File: src/rtl/xrr_pkg.sv
// shared types, constants and step function for the xorshift96 range generator
package xrr_pkg;

  localparam logic [31:0] SEED_A_RESET = 32'd3369674297;
  localparam logic [31:0] SEED_B_RESET = 32'd1430037335;
  localparam logic [31:0] SEED_C_RESET = 32'd3845079233;

  localparam int SHIFT_T_LEFT  = 11;
  localparam int SHIFT_C_RIGHT = 19;
  localparam int SHIFT_T_RIGHT = 8;

  localparam int WORD_W  = 32;
  localparam int VALUE_W = 64;
  localparam int KEEP_W  = 7;
  localparam int MOD_CNT_W = $clog2(VALUE_W);

  localparam logic [KEEP_W-1:0] KEEP_FULL = KEEP_W'(VALUE_W);

  localparam logic [1:0] REG_SEED_A = 2'd0;
  localparam logic [1:0] REG_SEED_B = 2'd1;
  localparam logic [1:0] REG_SEED_C = 2'd2;

  localparam logic ACTION_RAW   = 1'b0;
  localparam logic ACTION_RANGE = 1'b1;

  typedef enum logic [2:0] {
    S_IDLE,
    S_DRAW,
    S_EVAL,
    S_MOD,
    S_ADD,
    S_OUT
  } state_t;

  function automatic logic [WORD_W-1:0] next_c(input logic [WORD_W-1:0] a,
                                                input logic [WORD_W-1:0] c);
    logic [WORD_W-1:0] t;
    t = a ^ (a << SHIFT_T_LEFT);
    return c ^ (c >> SHIFT_C_RIGHT) ^ t ^ (t >> SHIFT_T_RIGHT);
  endfunction

endpackage

File: src/rtl/xorshift96_range_rng.sv
// xorshift96 random generator with raw masked draws and range reduction
// Each transaction on the s_ side draws one or two 32-bit words (two when
// draw_words is 2 or 3, first word high) and returns one result on the m_
// side. Raw mode masks the draw to keep_bits low bits. Range mode
// returns range_low + draw mod (range_high - range_low) modulo 2^64; the
// remainder comes from a 64-bit subtract-and-compare unit that retires one
// bit per cycle. A zero span skips the remainder loop, sets span_error and
// returns zero. The block takes no new item while one is in work; a
// finished result waits in the output register while the next item is
// accepted, and results are only held back further when m_tready stays low.
// Seed writes on the cfg port reload one generator word (index 3 reloads
// none); the user must make them only while the block is idle, as the
// block itself does not enforce this.
module xorshift96_range_rng (
  input  logic          clk,
  input  logic          rst,
  input  logic          s_tvalid,
  output logic          s_tready,
  input  logic [143:0]  s_tdata,   // draw_words[1:0], keep_bits[8:2], range_low[72:9],
                                   // range_high[136:73], zero pad
  input  logic          s_tuser,   // action
  output logic          m_tvalid,
  input  logic          m_tready,
  output logic [63:0]   m_tdata,   // value
  output logic          m_tuser,   // span_error
  input  logic          cfg_we,
  input  logic [1:0]    cfg_index,
  input  logic [31:0]   cfg_data
);

  localparam int W  = xrr_pkg::WORD_W;
  localparam int VW = xrr_pkg::VALUE_W;
  localparam int KW = xrr_pkg::KEEP_W;
  localparam int CW = xrr_pkg::MOD_CNT_W;

  xrr_pkg::state_t state, state_next;

  logic [W-1:0]  word_a, word_b, word_c;
  logic [W-1:0]  step_c;
  logic          act;
  logic          two_words;
  logic          draw_cnt;
  logic [KW-1:0] keep;
  logic [VW-1:0] lo;
  logic [VW-1:0] span;
  logic [VW-1:0] draw;
  logic [VW-1:0] rem;
  logic [VW:0]   rem_shift;
  logic [VW:0]   rem_diff;
  logic [CW-1:0] mod_cnt;
  logic [VW-1:0] res_value;
  logic          res_err;
  logic [VW-1:0] keep_mask;
  logic          in_fire;
  logic          out_load;

  assign step_c    = xrr_pkg::next_c(word_a, word_c);
  assign in_fire   = s_tvalid && s_tready;
  assign out_load  = (state == xrr_pkg::S_OUT) && (!m_tvalid || m_tready);
  assign rem_shift = {rem, draw[VW-1]};
  assign rem_diff  = rem_shift - {1'b0, span};
  assign keep_mask = (keep >= xrr_pkg::KEEP_FULL) ? {VW{1'b1}}
                                                  : ~({VW{1'b1}} << keep[CW-1:0]);

  always_ff @(posedge clk) begin
    if (rst) begin
      state <= xrr_pkg::S_IDLE;
    end else begin
      state <= state_next;
    end
  end

  always_comb begin
    state_next = state;
    s_tready   = 1'b0;
    unique case (state)
      xrr_pkg::S_IDLE: begin
        s_tready = 1'b1;
        if (s_tvalid) begin
          state_next = xrr_pkg::S_DRAW;
        end
      end
      xrr_pkg::S_DRAW: begin
        if (!two_words || draw_cnt) begin
          state_next = xrr_pkg::S_EVAL;
        end
      end
      xrr_pkg::S_EVAL: begin
        if (act == xrr_pkg::ACTION_RANGE && span != '0) begin
          state_next = xrr_pkg::S_MOD;
        end else begin
          state_next = xrr_pkg::S_OUT;
        end
      end
      xrr_pkg::S_MOD: begin
        if (mod_cnt == '0) begin
          state_next = xrr_pkg::S_ADD;
        end
      end
      xrr_pkg::S_ADD: begin
        state_next = xrr_pkg::S_OUT;
      end
      xrr_pkg::S_OUT: begin
        if (!m_tvalid || m_tready) begin
          state_next = xrr_pkg::S_IDLE;
        end
      end
      default: begin
        state_next = xrr_pkg::S_IDLE;
      end
    endcase
  end

  // generator words
  always_ff @(posedge clk) begin
    if (rst) begin
      word_a <= xrr_pkg::SEED_A_RESET;
      word_b <= xrr_pkg::SEED_B_RESET;
      word_c <= xrr_pkg::SEED_C_RESET;
    end else if (cfg_we) begin
      if (cfg_index == xrr_pkg::REG_SEED_A) word_a <= cfg_data;
      if (cfg_index == xrr_pkg::REG_SEED_B) word_b <= cfg_data;
      if (cfg_index == xrr_pkg::REG_SEED_C) word_c <= cfg_data;
    end else if (state == xrr_pkg::S_DRAW) begin
      word_a <= word_b;
      word_b <= word_c;
      word_c <= step_c;
    end
  end

  // item capture, draw assembly and remainder unit
  always_ff @(posedge clk) begin
    if (in_fire) begin
      act       <= s_tuser;
      two_words <= s_tdata[1];
      keep      <= s_tdata[8:2];
      lo        <= s_tdata[72:9];
      span      <= s_tdata[136:73] - s_tdata[72:9];
      draw      <= '0;
      draw_cnt  <= 1'b0;
    end
    unique case (state)
      xrr_pkg::S_DRAW: begin
        draw     <= {draw[W-1:0], step_c};
        draw_cnt <= 1'b1;
      end
      xrr_pkg::S_EVAL: begin
        rem     <= '0;
        mod_cnt <= CW'(VW - 1);
        res_err <= 1'b0;
        if (act == xrr_pkg::ACTION_RAW) begin
          res_value <= draw & keep_mask;
        end else if (span == '0) begin
          res_value <= '0;
          res_err   <= 1'b1;
        end
      end
      xrr_pkg::S_MOD: begin
        if (!rem_diff[VW]) begin
          rem <= rem_diff[VW-1:0];
        end else begin
          rem <= rem_shift[VW-1:0];
        end
        draw    <= {draw[VW-2:0], 1'b0};
        mod_cnt <= mod_cnt - 1'b1;
      end
      xrr_pkg::S_ADD: begin
        res_value <= lo + rem;
      end
      default: begin
      end
    endcase
  end

  // output register
  always_ff @(posedge clk) begin
    if (rst) begin
      m_tvalid <= 1'b0;
    end else if (out_load) begin
      m_tvalid <= 1'b1;
    end else if (m_tready) begin
      m_tvalid <= 1'b0;
    end
  end

  always_ff @(posedge clk) begin
    if (out_load) begin
      m_tdata <= res_value;
      m_tuser <= res_err;
    end
  end

  a_err_zero: assert property (@(posedge clk) disable iff (rst)
    (m_tvalid && m_tuser) |-> (m_tdata == '0))
    else $error("span error result with nonzero value");

  a_rem_below_span: assert property (@(posedge clk) disable iff (rst)
    (state == xrr_pkg::S_MOD || state == xrr_pkg::S_ADD) |-> (rem < span))
    else $error("remainder not below span");

  a_accept_draws: assert property (@(posedge clk) disable iff (rst)
    in_fire |=> (state == xrr_pkg::S_DRAW))
    else $error("accepted transaction did not start a draw");

  a_result_from_out: assert property (@(posedge clk) disable iff (rst)
    $rose(m_tvalid) |-> ($past(state) == xrr_pkg::S_OUT))
    else $error("result shown outside the output step");

endmodule
File: config.mk
export PLATFORM = sky130hd
export DESIGN_NAME = xorshift96_range_rng
export DESIGN_NICKNAME = d
export VERILOG_FILES = /design/src/rtl/xrr_pkg.sv /design/src/rtl/xorshift96_range_rng.sv
export SDC_FILE = /design/constraint.sdc
export NUM_CORES = 1
export LEC_CHECK = 0
export BUFFER_PORTS_ARGS = -buffer_cell sky130_fd_sc_hd__buf_2
export CAP_MARGIN = 5
export CORE_MARGIN = 2
export CORE_UTILIZATION = 39
export CTS_BUF_LIST = sky130_fd_sc_hd__clkbuf_8
export DETAILED_ROUTE_END_ITERATION = 10
export PLACE_DENSITY = 0.62
export REMOVE_ABC_BUFFERS = 1
export SETUP_SLACK_MARGIN = 0.3
export SYNTH_ARGS = -nofsm -noshare
export SYNTH_HDL_FRONTEND = slang
export SYNTH_SLANG_ARGS = --single-unit
File: constraint.sdc
create_clock -name clk -period 22.6 [get_ports clk]
set_clock_uncertainty 0.2 [all_clocks]
set_input_delay 2.26 -clock clk [delete_from_list [all_inputs] [get_ports clk]]
set_output_delay 2.26 -clock clk [all_outputs]
set_load 0.05 [all_outputs]
==> flow_metrics.tcl <==
set metrics [dict create \
    crit_slowest_cell "buf_4" \
    synth_top_area_frac 0.382 \
    post_synth.cell_area_avg_um2 9.64 \
    wl_per_cell_um 20.7 \
    clk-insertion-delay-late_ps 720 \
    postCtsHoldBufs 0 \
    setup_viol 0 \
    grt_pass1_wl_mm 142 \
    antenna_found_initial 5 \
    ys_ff_latch 502 \
    cellPowerDensity_nw_per_um2 86.1 \
    power.total_w 0.00304 \
    worst_pin_slew_ps 1180 \
    critPathKind "reg2reg" \
    htree_levels 3 \
    die_w_um 288 \
    max_freq_mhz 171 \
    firstDrtPassIters 5 \
    synth_common_cells "edfxtp_1 (401), nand2_1 (307), nor2_1 (249), a21oi_1 (232), o21ai_0 (207)" \
    core_area_um2 80300 \
    finalCriticalPeriod_ps 5830 \
    max_cap_viol_count 0 \
    fp.dieArea_um2 83100 \
    post_cts_resize_count 0 \
    post_cts_buffers 0 \
    tns_ps 0 \
    placedCellCount 4430 \
    hold_path_class "reg2reg" \
    gp_congestion 0.953 \
    slew_headroom 0.209 \
    syn2layout_area_growth_pct 12.2 \
    ys_seq_area_frac 0.446 \
    critPathMaxFanout 51 \
    rsz0062_at_grt "no" \
    stdcell_count 4587 \
    status "complete, no violations" \
    fin_ws_ps 16770 \
    crit_chain "inv_1 > ha_1 > fa_1 > nand2b_1 > a21oi_1 > o211ai_1 > o211ai_1 > a31oi_1 > o21ai_2 > a31o_2 > a21oi_1 > xnor2_2 > buf_4 > buf_4 > nand2_1 > o22ai_1" \
    cts_root_buffer "clkbuf_8" \
    synth.distinct_cells 73 \
    synthCells 3270 \
    layout-drive-gt1-share 0.122 \
    drc 0 \
    vias 25557 \
    cpPeakStageDelay_ps 690 \
    hold_viol_final 0 \
    post-synth-top-count-cell "edfxtp_1" \
    clockBufferDepth 3 \
    drt-total-wl_mm 94.7 \
    start_kind "flop" \
    synthArstFlopShare 0 \
    yosys.area.top_type "edfxtp_1" \
    syn_area_um2 31500 \
    synthFlopType "edfxtp_1" \
    critPathBufInv 3 \
    post-route-util 0.440 \
    synth_edf_count 401 \
    slew_violations 0 \
    leakage_nw 14.3 \
    critPathTopFamily "compound AO/OA/AOI/OAI gates" \
    drtIter0Drc 2351 \
    dp_worst_setup_slack_ps 16320 \
    grt_pass1_vias 23961 \
    grt_usage 0.223 \
    path_clk_slew_ps 60 \
    initial_utilization 0.393 \
    post-route-period-util 0.258 \
    ant_nets 0 \
    critPathRequiredTime_ps 22920 \
    cts_tree "built" \
    worstPathArrival_ps 6150 \
    nNetsFinal 3838 \
    grt_overflow 0 \
    rows 104 \
    ys_top_cells_by_area "edfxtp_1 (38%), ha_1 (7.6%), dfxtp_1 (6.4%)" \
    numCtsBuffers 87 \
    grt_max_degree 101 \
    cts_num_sinks 502 \
    hpwl_mm 71.1 \
    peakVddDrop_v 0.0000474 \
    via_per_inst 5.57 \
    io-pin-count 251 \
    die_y_um 288 \
    port_buffers 242 \
    end_kind "flop" \
    rrSetupSlack_ps 16770 \
    yosys_warnings 0 \
]
[stage by stage]
| step | cell area (um2) | hold slack (ps) |
|---|---|---|
| finish | 35400 | 202 |
| global route | 35400 | 215 |
| CTS | 35400 | 205 |
| detailed placement | 33700 | 205 |
| global placement | 33700 | 201 |
| floorplan | 30900 | 200 |
[worst paths after layout]
path	from	endpoint	cells past startpoint
min	res_value[50]$_DFFE_PP_	m_tdata[50]$_DFFE_PP_	0
max reg2reg	draw[63]$_DFFE_PP_	rem[39]$_SDFFCE_PP0P_	16
min reg2reg	res_value[50]$_DFFE_PP_	m_tdata[50]$_DFFE_PP_	0
max	draw[63]$_DFFE_PP_	rem[39]$_SDFFCE_PP0P_	16
[report_power, final]
group          total (W)  internal (W)  switching [W]
Clock           0.000827      0.000428       0.000399
Combinational   0.000967      0.000373       0.000594
Sequential       0.00125       0.00114       0.000105
Total            0.00304       0.00195        0.00110
[state kept, by name, summed over array words and instances, names as in the netlist, 3 cells and up]
register and flops:
draw 64, lo 64, m_tdata 64, rem 64, res_value 64, span 64
word_a 32, word_b 32, word_c 32, keep 7, mod_cnt 6, state 3
[area by class of cell]
| type | instances | area (um2) |
|---|---|---|
| repair buffers | 260 | 1350 |
| flip-flops and latches | 502 | 14100 |
| clock inverters | 60 | 373 |
| multi-input cells | 2424 | 16200 |
| inverters | 184 | 696 |
| fillers | 7800 | 44900 |
| diodes | 1 | 2.50 |
| clock buffers | 96 | 1320 |
| well taps | 1060 | 1330 |
[cell families (layout without fill, tap and decap cells)]
kind of cell,after synthesis,after routing,synth area share
muxes,63,63,0.0200
and+or+nand+nor,929,929,0.137
adders and majority gates,195,195,0.0781
xor gates and xnor gates,275,275,0.0764
buffers and inverters,344,600,0.0419
other,0,1,0
DFF,502,502,0.446
AOI/OAI and AO/OA,962,962,0.201
[per-layer routing]
| metal | GRT usage | routed length, um |
|---|---|---|
| met4 | 0.0811 | 2930 |
| met5 | 0 | 20 |
| met3 | 0.0330 | 6420 |
| met1 | 0.315 | 42800 |
| met2 | 0.346 | 42600 |
[placed cells by master, fill, tap and decap left out, types with 55 or more instances in the layout]
cell type / instances
dfxtp_1: 101
nor2_1: 248
o21ai_0: 206
nand3_1: 80
clkbuf_8: 96
xnor2_1: 191
nand2b_1: 67
edfxtp_1: 401
a22o_1: 56
a21oi_1: 231
nand4_1: 55
nand2_1: 304
a21o_1: 120
xor2_1: 83
buf_2: 242
ha_1: 192
inv_1: 208
mux2i_1: 62
[worst register-to-register path: stages, from the launching register on]
cell and delay [ps]:
edfxtp_1 540, inv_1 100, ha_1 230, fa_1 410, nand2b_1 190, a21oi_1 200
o211ai_1 220, o211ai_1 500, a31oi_1 250, o21ai_2 450, a31o_2 310, a21oi_1 120
xnor2_2 220, buf_4 340, buf_4 700, nand2_1 410, o22ai_1 260
Power figures use the tool's default switching activity.
